**config.mk**
```make
export PLATFORM = sky130hd
export DESIGN_NAME = range_fill_double_ended_queue
export DESIGN_NICKNAME = d
export VERILOG_FILES = /design/src/rtl/rfdq_pkg.sv /design/src/rtl/rfdq_sub_unit.sv /design/src/rtl/rfdq_ring.sv /design/src/rtl/range_fill_double_ended_queue.sv
export SDC_FILE = /design/constraint.sdc
export NUM_CORES = 2
export LEC_CHECK = 0
export ABC_CLOCK_PERIOD_IN_PS = 6150
export BUFFER_PORTS_ARGS = -buffer_cell sky130_fd_sc_hd__buf_2
export CORE_MARGIN = 2
export CORE_UTILIZATION = 30
export DETAILED_ROUTE_END_ITERATION = 10
export PLACE_DENSITY_LB_ADDON = 0.05
export SLEW_MARGIN = 15
export SYNTH_ARGS = -nofsm -noshare
export SYNTH_HDL_FRONTEND = slang
export SYNTH_SLANG_ARGS = --single-unit
```
**constraint.sdc**
```tcl
create_clock -name clk -period 6.15 [get_ports clk]
set_input_delay 1.23 -clock clk [delete_from_list [all_inputs] [get_ports clk]]
set_output_delay 1.23 -clock clk [all_outputs]
set_load 0.01 [all_outputs]
```
**src/rtl/rfdq_pkg.sv**
```systemverilog
package rfdq_pkg;

    // Default configuration
    localparam int DEPTH_DEF     = 64;
    localparam int WORD_BITS_DEF = 32;

    // Fixed field widths on the ports
    localparam int MODE_W   = 3;
    localparam int VAL_W    = 32;
    localparam int REMOVE_W = 31;
    localparam int FILL_W   = 7;

    // Command codes
    localparam logic [MODE_W-1:0] MODE_ADD_BACK     = 3'd0;
    localparam logic [MODE_W-1:0] MODE_ADD_FRONT    = 3'd1;
    localparam logic [MODE_W-1:0] MODE_REMOVE_BACK  = 3'd2;
    localparam logic [MODE_W-1:0] MODE_REMOVE_FRONT = 3'd3;
    localparam logic [MODE_W-1:0] MODE_OUTPUT       = 3'd4;

    // Operations of the shared subtract unit
    typedef enum logic
    {
        OP_ORDER,   // biased last - biased first: range order and span
        OP_STEP     // remaining span - step
    } sub_op_t;

    typedef struct packed
    {
        logic [MODE_W-1:0]       mode;
        logic signed [VAL_W-1:0] first_value;
        logic signed [VAL_W-1:0] step_size;
        logic signed [VAL_W-1:0] last_value;
        logic [REMOVE_W-1:0]     remove_count;
    } cmd_t;

    typedef struct packed
    {
        logic signed [VAL_W-1:0] item_value;
        logic                    last_item;
        logic                    is_empty;
        logic [FILL_W-1:0]       fill_level;
        logic                    dropped_values;
        logic                    step_error;
    } result_t;

endpackage

```
**src/rtl/rfdq_sub_unit.sv**
```systemverilog
module rfdq_sub_unit
    import rfdq_pkg::*;
#(
    parameter int WORD_BITS = WORD_BITS_DEF
)
(
    input  sub_op_t              op,
    input  logic [WORD_BITS-1:0] first_word,
    input  logic [WORD_BITS-1:0] last_word,
    input  logic [WORD_BITS-1:0] rem_word,
    input  logic [WORD_BITS-1:0] step_word,
    output logic [WORD_BITS-1:0] diff,
    output logic                 borrow
);

    localparam logic [WORD_BITS-1:0] SIGN_BIT = {1'b1, {(WORD_BITS-1){1'b0}}};

    logic [WORD_BITS-1:0] opa;
    logic [WORD_BITS-1:0] opb;
    logic [WORD_BITS:0]   wide;

    // Pick operands; flip sign bits so an unsigned subtract orders signed values
    always_comb
    begin
        unique case (op)
            OP_ORDER:
            begin
                opa = last_word ^ SIGN_BIT;
                opb = first_word ^ SIGN_BIT;
            end
            OP_STEP:
            begin
                opa = rem_word;
                opb = step_word;
            end
            default:
            begin
                opa = rem_word;
                opb = step_word;
            end
        endcase
    end

    // Subtract with borrow out
    assign wide   = {1'b0, opa} - {1'b0, opb};
    assign diff   = wide[WORD_BITS-1:0];
    assign borrow = wide[WORD_BITS];

endmodule

```
**src/rtl/rfdq_ring.sv**
```systemverilog
module rfdq_ring
    import rfdq_pkg::*;
#(
    parameter int DEPTH     = DEPTH_DEF,
    parameter int WORD_BITS = WORD_BITS_DEF
)
(
    input  logic                     clk,
    input  logic                     we,
    input  logic [$clog2(DEPTH)-1:0] waddr,
    input  logic [WORD_BITS-1:0]     wdata,
    input  logic [$clog2(DEPTH)-1:0] raddr,
    output logic [WORD_BITS-1:0]     rdata
);

    logic [WORD_BITS-1:0] mem [DEPTH];
    logic [WORD_BITS-1:0] rdata_reg;

    // Write one entry, read one entry into a register
    always_ff @(posedge clk)
    begin
        if (we)
        begin
            mem[waddr] <= wdata;
        end
        rdata_reg <= mem[raddr];
    end

    assign rdata = rdata_reg;

endmodule

```
**src/rtl/range_fill_double_ended_queue.sv**
```systemverilog
// Channel   Ports                    Transfer
// -------   ----------------------   --------------------------------------
// command   start, busy, cmd         rising edge with start high, busy low
// result    res_strobe, res          rising edge ending the strobe cycle
//
// Add commands make one ring write per cycle for the stored values, with the
// range tracked by one shared subtract unit; a full store with values still
// pending ends the add with a dropped-values result. Output makes one ring
// read per entry, front to back; its results come back to back. Unknown
// modes give no result. Reset empties the queue at once; the ring itself is
// not cleared. Results cannot be stalled.
module range_fill_double_ended_queue
    import rfdq_pkg::*;
#(
    parameter int DEPTH     = DEPTH_DEF,
    parameter int WORD_BITS = WORD_BITS_DEF
)
(
    input  logic    clk,
    input  logic    rst_n,
    input  logic    start,
    output logic    busy,
    input  cmd_t    cmd,
    output logic    res_strobe,
    output result_t res
);

    localparam int AW = $clog2(DEPTH);
    localparam int CW = $clog2(DEPTH + 1);

    typedef enum logic [2:0]
    {
        ST_IDLE,
        ST_DECODE,
        ST_ADD,
        ST_OUT
    } state_t;

    state_t               state_reg, state_next;
    cmd_t                 cmd_reg, cmd_next;
    logic [AW-1:0]        head_reg, head_next;
    logic [CW-1:0]        count_reg, count_next;
    logic [WORD_BITS-1:0] val_reg, val_next;
    logic [WORD_BITS-1:0] rem_reg, rem_next;
    logic [CW-1:0]        idx_reg, idx_next;
    logic [AW-1:0]        ptr_reg, ptr_next;
    logic                 stat_strobe_reg, stat_strobe_next;
    result_t              stat_reg, stat_next;
    logic                 rd_pend_reg, rd_pend_next;
    logic                 rd_last_reg, rd_last_next;

    logic [WORD_BITS-1:0] first_w;
    logic [WORD_BITS-1:0] last_w;
    logic [WORD_BITS-1:0] step_w;
    logic                 step_ok;
    logic                 is_front;
    sub_op_t              sub_op;
    logic [WORD_BITS-1:0] sub_diff;
    logic                 sub_borrow;
    logic                 ring_we;
    logic [AW-1:0]        ring_waddr;
    logic [WORD_BITS-1:0] ring_rdata;
    logic [AW-1:0]        head_dec;

    // Add an offset below DEPTH to a ring index, wrapping once
    function automatic logic [AW-1:0] wrap_add(logic [AW-1:0] a, logic [CW-1:0] b);
        logic [CW:0] s;
        s = (CW+1)'(a) + (CW+1)'(b);
        if (s >= (CW+1)'(DEPTH))
        begin
            s = s - (CW+1)'(DEPTH);
        end
        return s[AW-1:0];
    endfunction

    assign first_w  = WORD_BITS'(cmd_reg.first_value);
    assign last_w   = WORD_BITS'(cmd_reg.last_value);
    assign step_w   = WORD_BITS'(cmd_reg.step_size);
    assign step_ok  = !step_w[WORD_BITS-1] && (step_w != '0);
    assign is_front = (cmd_reg.mode == MODE_ADD_FRONT);
    assign head_dec = (head_reg == '0) ? AW'(DEPTH - 1) : head_reg - AW'(1);
    assign sub_op   = (state_reg == ST_ADD) ? OP_STEP : OP_ORDER;

    rfdq_sub_unit #(
        .WORD_BITS (WORD_BITS)
    ) u_sub (
        .op         (sub_op),
        .first_word (first_w),
        .last_word  (last_w),
        .rem_word   (rem_reg),
        .step_word  (step_w),
        .diff       (sub_diff),
        .borrow     (sub_borrow)
    );

    // Write address: below the head for front adds, past the back otherwise
    assign ring_waddr = is_front ? head_dec : wrap_add(head_reg, count_reg);
    assign ring_we    = (state_reg == ST_ADD) && (count_reg != CW'(DEPTH));

    rfdq_ring #(
        .DEPTH     (DEPTH),
        .WORD_BITS (WORD_BITS)
    ) u_ring (
        .clk   (clk),
        .we    (ring_we),
        .waddr (ring_waddr),
        .wdata (val_reg),
        .raddr (ptr_reg),
        .rdata (ring_rdata)
    );

    // Sequencer
    always_comb
    begin
        state_next       = state_reg;
        cmd_next         = cmd_reg;
        head_next        = head_reg;
        count_next       = count_reg;
        val_next         = val_reg;
        rem_next         = rem_reg;
        idx_next         = idx_reg;
        ptr_next         = ptr_reg;
        stat_strobe_next = 1'b0;
        stat_next        = stat_reg;
        rd_pend_next     = 1'b0;
        rd_last_next     = 1'b0;

        unique case (state_reg)
            ST_IDLE:
            begin
                if (start)
                begin
                    cmd_next   = cmd;
                    state_next = ST_DECODE;
                end
            end

            ST_DECODE:
            begin
                stat_next  = '0;
                state_next = ST_IDLE;
                unique case (cmd_reg.mode) inside
                    MODE_ADD_BACK, MODE_ADD_FRONT:
                    begin
                        if (!step_ok)
                        begin
                            stat_next.step_error = 1'b1;
                            stat_strobe_next     = 1'b1;
                        end
                        else if (sub_borrow)
                        begin
                            // empty range: nothing to add
                            stat_strobe_next = 1'b1;
                        end
                        else
                        begin
                            rem_next   = sub_diff;
                            val_next   = first_w;
                            state_next = ST_ADD;
                        end
                    end
                    MODE_REMOVE_BACK, MODE_REMOVE_FRONT:
                    begin
                        if (cmd_reg.remove_count >= REMOVE_W'(count_reg))
                        begin
                            count_next = '0;
                        end
                        else
                        begin
                            if (cmd_reg.mode == MODE_REMOVE_FRONT)
                            begin
                                head_next = wrap_add(head_reg, CW'(cmd_reg.remove_count));
                            end
                            count_next = count_reg - CW'(cmd_reg.remove_count);
                        end
                        stat_strobe_next = 1'b1;
                    end
                    MODE_OUTPUT:
                    begin
                        if (count_reg == '0)
                        begin
                            stat_strobe_next = 1'b1;
                        end
                        else
                        begin
                            idx_next   = '0;
                            ptr_next   = head_reg;
                            state_next = ST_OUT;
                        end
                    end
                    default:
                    begin
                        // unknown mode: drop the command silently
                    end
                endcase
                stat_next.last_item  = 1'b1;
                stat_next.is_empty   = (count_next == '0);
                stat_next.fill_level = FILL_W'(count_next);
            end

            ST_ADD:
            begin
                stat_next = '0;
                if (count_reg == CW'(DEPTH))
                begin
                    // store full with values still pending
                    stat_next.dropped_values = 1'b1;
                    stat_strobe_next         = 1'b1;
                    state_next               = ST_IDLE;
                end
                else
                begin
                    count_next = count_reg + CW'(1);
                    if (is_front)
                    begin
                        head_next = head_dec;
                    end
                    if (sub_borrow)
                    begin
                        stat_strobe_next = 1'b1;
                        state_next       = ST_IDLE;
                    end
                    else
                    begin
                        rem_next = sub_diff;
                        val_next = val_reg + step_w;
                    end
                end
                stat_next.last_item  = 1'b1;
                stat_next.is_empty   = (count_next == '0);
                stat_next.fill_level = FILL_W'(count_next);
            end

            ST_OUT:
            begin
                // issue one ring read per cycle, front to back
                rd_pend_next = 1'b1;
                rd_last_next = (idx_reg == count_reg - CW'(1));
                idx_next     = idx_reg + CW'(1);
                ptr_next     = wrap_add(ptr_reg, CW'(1));
                if (rd_last_next)
                begin
                    state_next = ST_IDLE;
                end
            end

            default:
            begin
                state_next = ST_IDLE;
            end
        endcase
    end

    // State and registered outputs
    always_ff @(posedge clk or negedge rst_n)
    begin
        if (!rst_n)
        begin
            state_reg       <= ST_IDLE;
            cmd_reg         <= '0;
            head_reg        <= '0;
            count_reg       <= '0;
            val_reg         <= '0;
            rem_reg         <= '0;
            idx_reg         <= '0;
            ptr_reg         <= '0;
            stat_strobe_reg <= 1'b0;
            stat_reg        <= '0;
            rd_pend_reg     <= 1'b0;
            rd_last_reg     <= 1'b0;
        end
        else
        begin
            state_reg       <= state_next;
            cmd_reg         <= cmd_next;
            head_reg        <= head_next;
            count_reg       <= count_next;
            val_reg         <= val_next;
            rem_reg         <= rem_next;
            idx_reg         <= idx_next;
            ptr_reg         <= ptr_next;
            stat_strobe_reg <= stat_strobe_next;
            stat_reg        <= stat_next;
            rd_pend_reg     <= rd_pend_next;
            rd_last_reg     <= rd_last_next;
        end
    end

    // Result: streamed entry while a read returns, status otherwise
    always_comb
    begin
        if (rd_pend_reg)
        begin
            res                = '0;
            res.item_value     = VAL_W'(ring_rdata);
            res.last_item      = rd_last_reg;
            res.is_empty       = 1'b0;
            res.fill_level     = FILL_W'(count_reg);
        end
        else
        begin
            res = stat_reg;
        end
    end

    assign res_strobe = rd_pend_reg | stat_strobe_reg;
    assign busy       = (state_reg != ST_IDLE);

endmodule
```
======== Yosys cells after proc, flatten, opt, wreduce, memory -nomap -nowiden ========
Memories as Yosys holds them, arrays and structs flattened. A register that Yosys moved wholly into a read port is not among the register bits.
Index checks and enable logic that the tools add are counted.
Widths: inputs -> output; s select.
cells by class
  bitwise operators ....................... 4
  eq/ne operators ......................... 24
  multiply operators ...................... 0
  $lt $le $gt $ge ......................... 4
  reduce and logical (&&, ||, !) cells .... 21
  div/mod/pow operators ................... 0
  shift-type cells ........................ 0
  add/subtract/negate cells ............... 13
  multiplexer cells ....................... 61
operators by type and width
  operator             number
  $mux 32              9
  $pmux 32 s2          4
  $pmux 43 s2          1
  $mux 6               12
  $mux 7               7
  $mux 43              1
  $sub 32x32->33       1
  $add 32x32->32       1
  $reduce_bool 32->1   1
  $ge 31x7->1          1
  $pmux 7 s2           2
  $pmux 6 s2           2
  $sub 6x1->6 const B  4
  $ne 2x2->1 const B   11
  $logic_not 7->1      3
  $add 6x7->8          2
  $ge 8x7->1 const B   2
  $add 7x1->7 const B  2
  $eq 3x2->1 const B   4
  $mux 1               12
  $mux 3               4
  $pmux 3 s4           1
  $reduce_and 6->1     2
  $add 6x1->7 const B  1
  other kinds (26)     37
word-level totals
  latch bits .............................. 0
  output and inout port bits .............. 45
  memory bits (writable) .................. 2048
  bits in registers ....................... 269
  memory bits (read-only) ................. 0
  memories kept ........................... 1
memory list
  name        words  bits a word  read ports  clocked after memory_dff  write ports  line             source
  u_ring.mem  64     32           1           1                         1            rfdq_ring.sv:16  logic [WORD_BITS-1:0] mem [DEPTH];

======== Depth between registers and ports, before layout ========
  depth after elaboration ................. 9
  mapped depth ............................ 23
  mapped depth without buffers ............ 16

======== Hierarchy ========
A second synthesis with hierarchy kept.
unflattened totals
  cell total of the unflattened synthesis .. 4864
  area, all modules ....................... 93953.9 sq um
modules (own cells, without submodules)
  module                         seq. area each (sq um)  times used  cells an instance  area each (sq um)
  rfdq_ring                      62139.6                 1           3324               78515.3
  range_fill_double_ended_queue  5730.5                  1           1197               12868.6
  rfdq_sub_unit                  0.0                     1           343                2570.0

======== Worst setup path after synthesis ========
No wires, ideal clock.
  path type ............................... flip-flop to flip-flop
  start ................................... register state_reg[0]
  end ..................................... register val_reg[31]
  clock period less this slack ............ 5.122 ns
  stages on the path, launching flop included .. 23
  setup slack ............................. 1.028 ns
  setup time .............................. 0.131 ns
  data arrival time ....................... 4.991 ns
  buffers on the path ..................... 6
  path through ............................ dfrtp_1 > inv_1 > ha_1 > clkbuf_1 > clkbuf_1 > clkbuf_1 > buf_1 > mux2i_1 > ha_1 > inv_1 > fa_1 > a21oi_2 > nor2_1 > nor4_4 > o311a_1 > a311o_2 > o21ai_2 > a221o_1 > buf_6 > and2_4 > buf_6 > mux2_4 > or3_1
between the ends
  longest elaborated chain between the ends .. 7
  elaborated cells on any way between the ends .. 15
ends and longest elaborated chain
  element                     line                                                                       source
  from (decl)                 range_fill_double_ended_queue.sv:39                                        state_t state_reg, state_next;
  from (signal assigned)      range_fill_double_ended_queue.sv:274                                       state_reg <= state_next;
  $eq 3x2->1                  range_fill_double_ended_queue.sv:82, range_fill_double_ended_queue.sv:128
  $mux 1                      range_fill_double_ended_queue.sv:82                                        assign sub_op = (state_reg == ST_ADD) ? OP_STEP : OP_ORDER;
  $not 1->1                   rfdq_sub_unit.sv:25                                                        unique case (op)
  $pmux 32 s2                 rfdq_sub_unit.sv:25
  $sub 32x32->33              rfdq_sub_unit.sv:45                                                        assign wide = {1'b0, opa} - {1'b0, opb};
  $ne 2x2->1 (no line)        n/a
  $reduce_and 6->1 (no line)  n/a
  to (signal assigned)        range_fill_double_ended_queue.sv:278                                       val_reg <= val_next;
  to (decl)                   range_fill_double_ended_queue.sv:43                                        logic [WORD_BITS-1:0] val_reg, val_next;
Parallel ways exist; a longest one is shown, timed or not.
A chain may end at the register's enable or synchronous reset.

======== Worst setup path after layout ========
  start ................................... register state_reg[0]
  end ..................................... register rem_reg[27]
between the ends
  longest elaborated chain between the ends .. 9
  elaborated cells on any way between the ends .. 17
ends and longest elaborated chain
  element               line                                                                        source
  $eq 3x2->1            range_fill_double_ended_queue.sv:82, range_fill_double_ended_queue.sv:128
  $mux 1                range_fill_double_ended_queue.sv:82
  $not 1->1             rfdq_sub_unit.sv:25
  $pmux 32 s2           rfdq_sub_unit.sv:25
  $sub 32x32->33        rfdq_sub_unit.sv:45
  $mux 32               range_fill_double_ended_queue.sv:150, range_fill_double_ended_queue.sv:218
  $mux 32               range_fill_double_ended_queue.sv:145                                        if (!step_ok)
  $mux 32               range_fill_double_ended_queue.sv:142                                        unique case (cmd_reg.mode) inside
  $pmux 32 s2           range_fill_double_ended_queue.sv:128                                        unique case (state_reg)
  to (signal assigned)  range_fill_double_ended_queue.sv:279                                        rem_reg <= rem_next;
  to (decl)             range_fill_double_ended_queue.sv:44                                         logic [WORD_BITS-1:0] rem_reg, rem_next;
Parallel ways exist; a longest one is shown, timed or not. The select of a mux whose other input is x is not followed.

==> out/summary.txt <==
Post-synthesis sequential area ratio -> 73.15%
Die footprint -> 0.3138 mm2
Area Overhead vs Synth -> 17.65%
Netlist cell types -> 76
Commonest non-fill, non-tap cell in the layout -> edfxtp_1
Ys async rst share -> 9.918%
CTS tree -> yes
Final ANT Viol Nets -> 0
Total setup buffers inserted after CTS -> 0
Largest net degree at the start of global routing -> 131
Mapped Nets -> 4723
Element type at the critical path end -> flip-flop
Worst Skew -> 0.04279 ns
Global-route wire length before repair -> 391900 um
Avg Inst Size Synth -> 20.67 um2
Core ar. -> 0.3083 mm2
FP Rows -> 204
Number of synthesized flops with an enable pin -> 2048
CTS sink cnt -> 2309
HP Class -> flip-flop to flip-flop
Placed Cells -> 8724
Fin cells -> 9227
Tot GR Track Use -> 17.62%
Iter 0 DRT Violations -> 3937
Clock slew at reported path FFs -> 0.06 ns
Post-layout min period -> 5.169 ns
DRC Markers -> 0
Cts hold-fix bufs -> 0
Max-slew violation count -> 0
Drt first pass iters -> 6
IO Pins -> 178
Crit-path max FO -> 40
Grt total ovfl -> 0
Routed length per instance -> 30.15 um
Type of origin of the critical path -> flip-flop
Final-report setup violation count -> 0
CTS Buffer Depth -> 4
Period utilization -> 84.04%
Number of gates resized after CTS -> 0
Status -> finished clean
Crit Path Class -> flip-flop to flip-flop
Initial core utilization -> 30.09%
Die X -> 560.1 um
Actual transition at the worst max-transition pin -> 1.196 ns
Clk root buf -> clkbuf_16
Rel. slew slack -> 20.06%
Mapped Area -> 0.09279 mm2
Maxcap violations -> 0
DP HPWL -> 167700 um
Clk Latency, worst-skew pair -> 0.89 ns
Die extent in y -> 560.1 um
Filler cell count -> 28.86k
P_leak -> 35.26 nW
Worst Path Arrival -> 5.90 ns
Yosys reg bits -> 2309
Vias in the first global route -> 48.49k
Peak supply drop -> 455.7 uV
Synth Instances -> 4489
Share of layout cells above drive strength 1 -> 33.05%
Number of buffers created by CTS -> 279
Fin nets -> 5119
PD cells -> 551.8 mW/mm2
IO Port Bufs -> 177
Total negative setup slack -> 0 ns
Most frequent cells in the layout -> edfxtp_1 (2048), mux4_2 (672), clkbuf_16 (294)
Final WL -> 278200 um
Fin. Hold Viols -> 0
Max reg flops -> 2048
Main flop type after synthesis -> edfxtp_1
Via count -> 45.59k
Maximum clock rate -> 193.5 MHz
Vias per cell -> 4.941
Synth warn -> 0
Worst EP required -> 6.89 ns
Global placer's final weighted congestion -> 0.7752
Final core utilization -> 35.40%
CTS H-tree depth -> 5
Initial antenna violation count -> 29
RSZ-0062 raised after global routing -> false
==> through the flow <==
| stage | setup WS (ns) | total power [W] | hold slack, ns | instance area (um2) |
|---|---|---|---|---|
| after floorplan | 1.028 | 0.03531 | 0.4326 | 92790 |
| after global routing | 0.4601 | 0.06347 | 0.4761 | 109100 |
| after global placement | 0.9433 | 0.04489 | 0.4479 | 100100 |
| after detailed placement | 0.8738 | 0.04471 | 0.4487 | 100100 |
| final | 0.9814 | 0.06024 | 0.4553 | 109200 |
| after CTS | 0.8347 | 0.06135 | 0.4593 | 109100 |
==> routing by layer <==
layer	track usage (%)	vias up	part of all wire (%)
met5	0	-	0.015
met4	4.145	6	2.1
met3	3.092	317	5.6
met2	28.02	1219	47
met1	25.11	24610	45
li1	-	19430	-
==> power breakdown <==
group          switching (W)  internal [W]  total, W
Combinational         0.0132       0.00838    0.0216
Clock                0.00654       0.00982    0.0164
Sequential           0.00169        0.0206    0.0223
Total                 0.0214        0.0388    0.0602
==> worst max-delay path, cell delays in order (launching register included) <==
cell,delay (ns)
dfrtp_1,0.41
inv_1,0.13
ha_4,0.42
buf_4,0.36
nor2b_1,0.11
a21oi_1,0.23
ha_1,0.26
nand3_1,0.09
nor2_1,0.22
nor4_4,0.10
o311a_1,0.40
a311o_2,0.45
o21ai_2,0.27
a221o_1,0.41
nand4_4,0.54
buf_4,0.41
nand2_1,0.07
o21ai_0,0.08
==> kinds of logic (layout without fill, tap and decap cells) <==
kind of cell / count (synthesis) / after routing / synth area share (%)
other cells: 0 / 8 / 0
fa+ha+maj: 101 / 101 / 1.402
simple gates: 468 / 468 / 2.426
compound gates: 403 / 403 / 2.634
xor+xnor: 83 / 83 / 0.7835
flops: 2309 / 2309 / 73.15
mux: 850 / 850 / 18.46
buf+inv: 275 / 885 / 1.146
==> cell type report <==
class / count / area, um2 / share of cell area (%)
clock inverter: 130 / 1291 / 1.183
antenna: 8 / 20.02 / 0.01834
multi-input combinational: 1905 / 24350 / 22.31
clock buffer: 365 / 7704 / 7.057
timing repair buffer: 343 / 2517 / 2.306
sequential: 2309 / 67940 / 62.24
tap: 4120 / 5155 / 4.722
inverter: 47 / 176.4 / 0.1616
==> cells in the mapped netlist (10+ instances only) <==
| library cell | instances | area (um2) |
|---|---|---|
| dfrtp_1 | 229 | 5731 |
| a21o_1 | 46 | 345.3 |
| o21ai_0 | 83 | 415.4 |
| nor2b_1 | 39 | 244.0 |
| nand2b_1 | 10 | 62.56 |
| nand3_1 | 34 | 170.2 |
| xor2_1 | 34 | 297.8 |
| edfxtp_1 | 2048 | 61500 |
| ha_1 | 96 | 1201 |
| nand2_1 | 102 | 382.9 |
| xnor2_1 | 49 | 429.2 |
| nand4_1 | 17 | 106.4 |
| a21oi_1 | 164 | 820.8 |
| mux4_2 | 672 | 15130 |
| a31oi_1 | 13 | 81.33 |
| clkbuf_1 | 171 | 641.9 |
| and3_1 | 10 | 62.56 |
| mux2i_1 | 10 | 100.1 |
| o21bai_1 | 13 | 97.59 |
| and2_1 | 35 | 219.0 |
| dfxtp_1 | 32 | 640.6 |
| o21a_1 | 14 | 105.1 |
| nor3_1 | 15 | 75.07 |
| mux2_2 | 167 | 1881 |
| inv_1 | 46 | 172.7 |
| nor2_1 | 166 | 623.1 |
| nor4_1 | 14 | 87.58 |
| buf_1 | 48 | 180.2 |
==> final timing paths <==
kind | start | end | slack (ns) | depth (start not counted)
max | state_reg[0]$_DFFE_PN0P_ | rem_reg[27]$_DFFE_PN0P_ | 0.98 | 17
min | stat_reg[10]$_DFFE_PN0P_ | stat_reg[10]$_DFFE_PN0P_ | 0.46 | 1
max reg2reg | state_reg[0]$_DFFE_PN0P_ | rem_reg[27]$_DFFE_PN0P_ | 0.98 | 17
min reg2reg | stat_reg[10]$_DFFE_PN0P_ | stat_reg[10]$_DFFE_PN0P_ | 0.46 | 1
max in group asynchronous | rst_n | val_reg[0]$_DFFE_PN0P_ | 4.33 | 2
min in group asynchronous | rst_n | cmd_reg[17]$_DFFE_PN0P_ | 0.47 | 1
(Power assumes the default switching activity.)
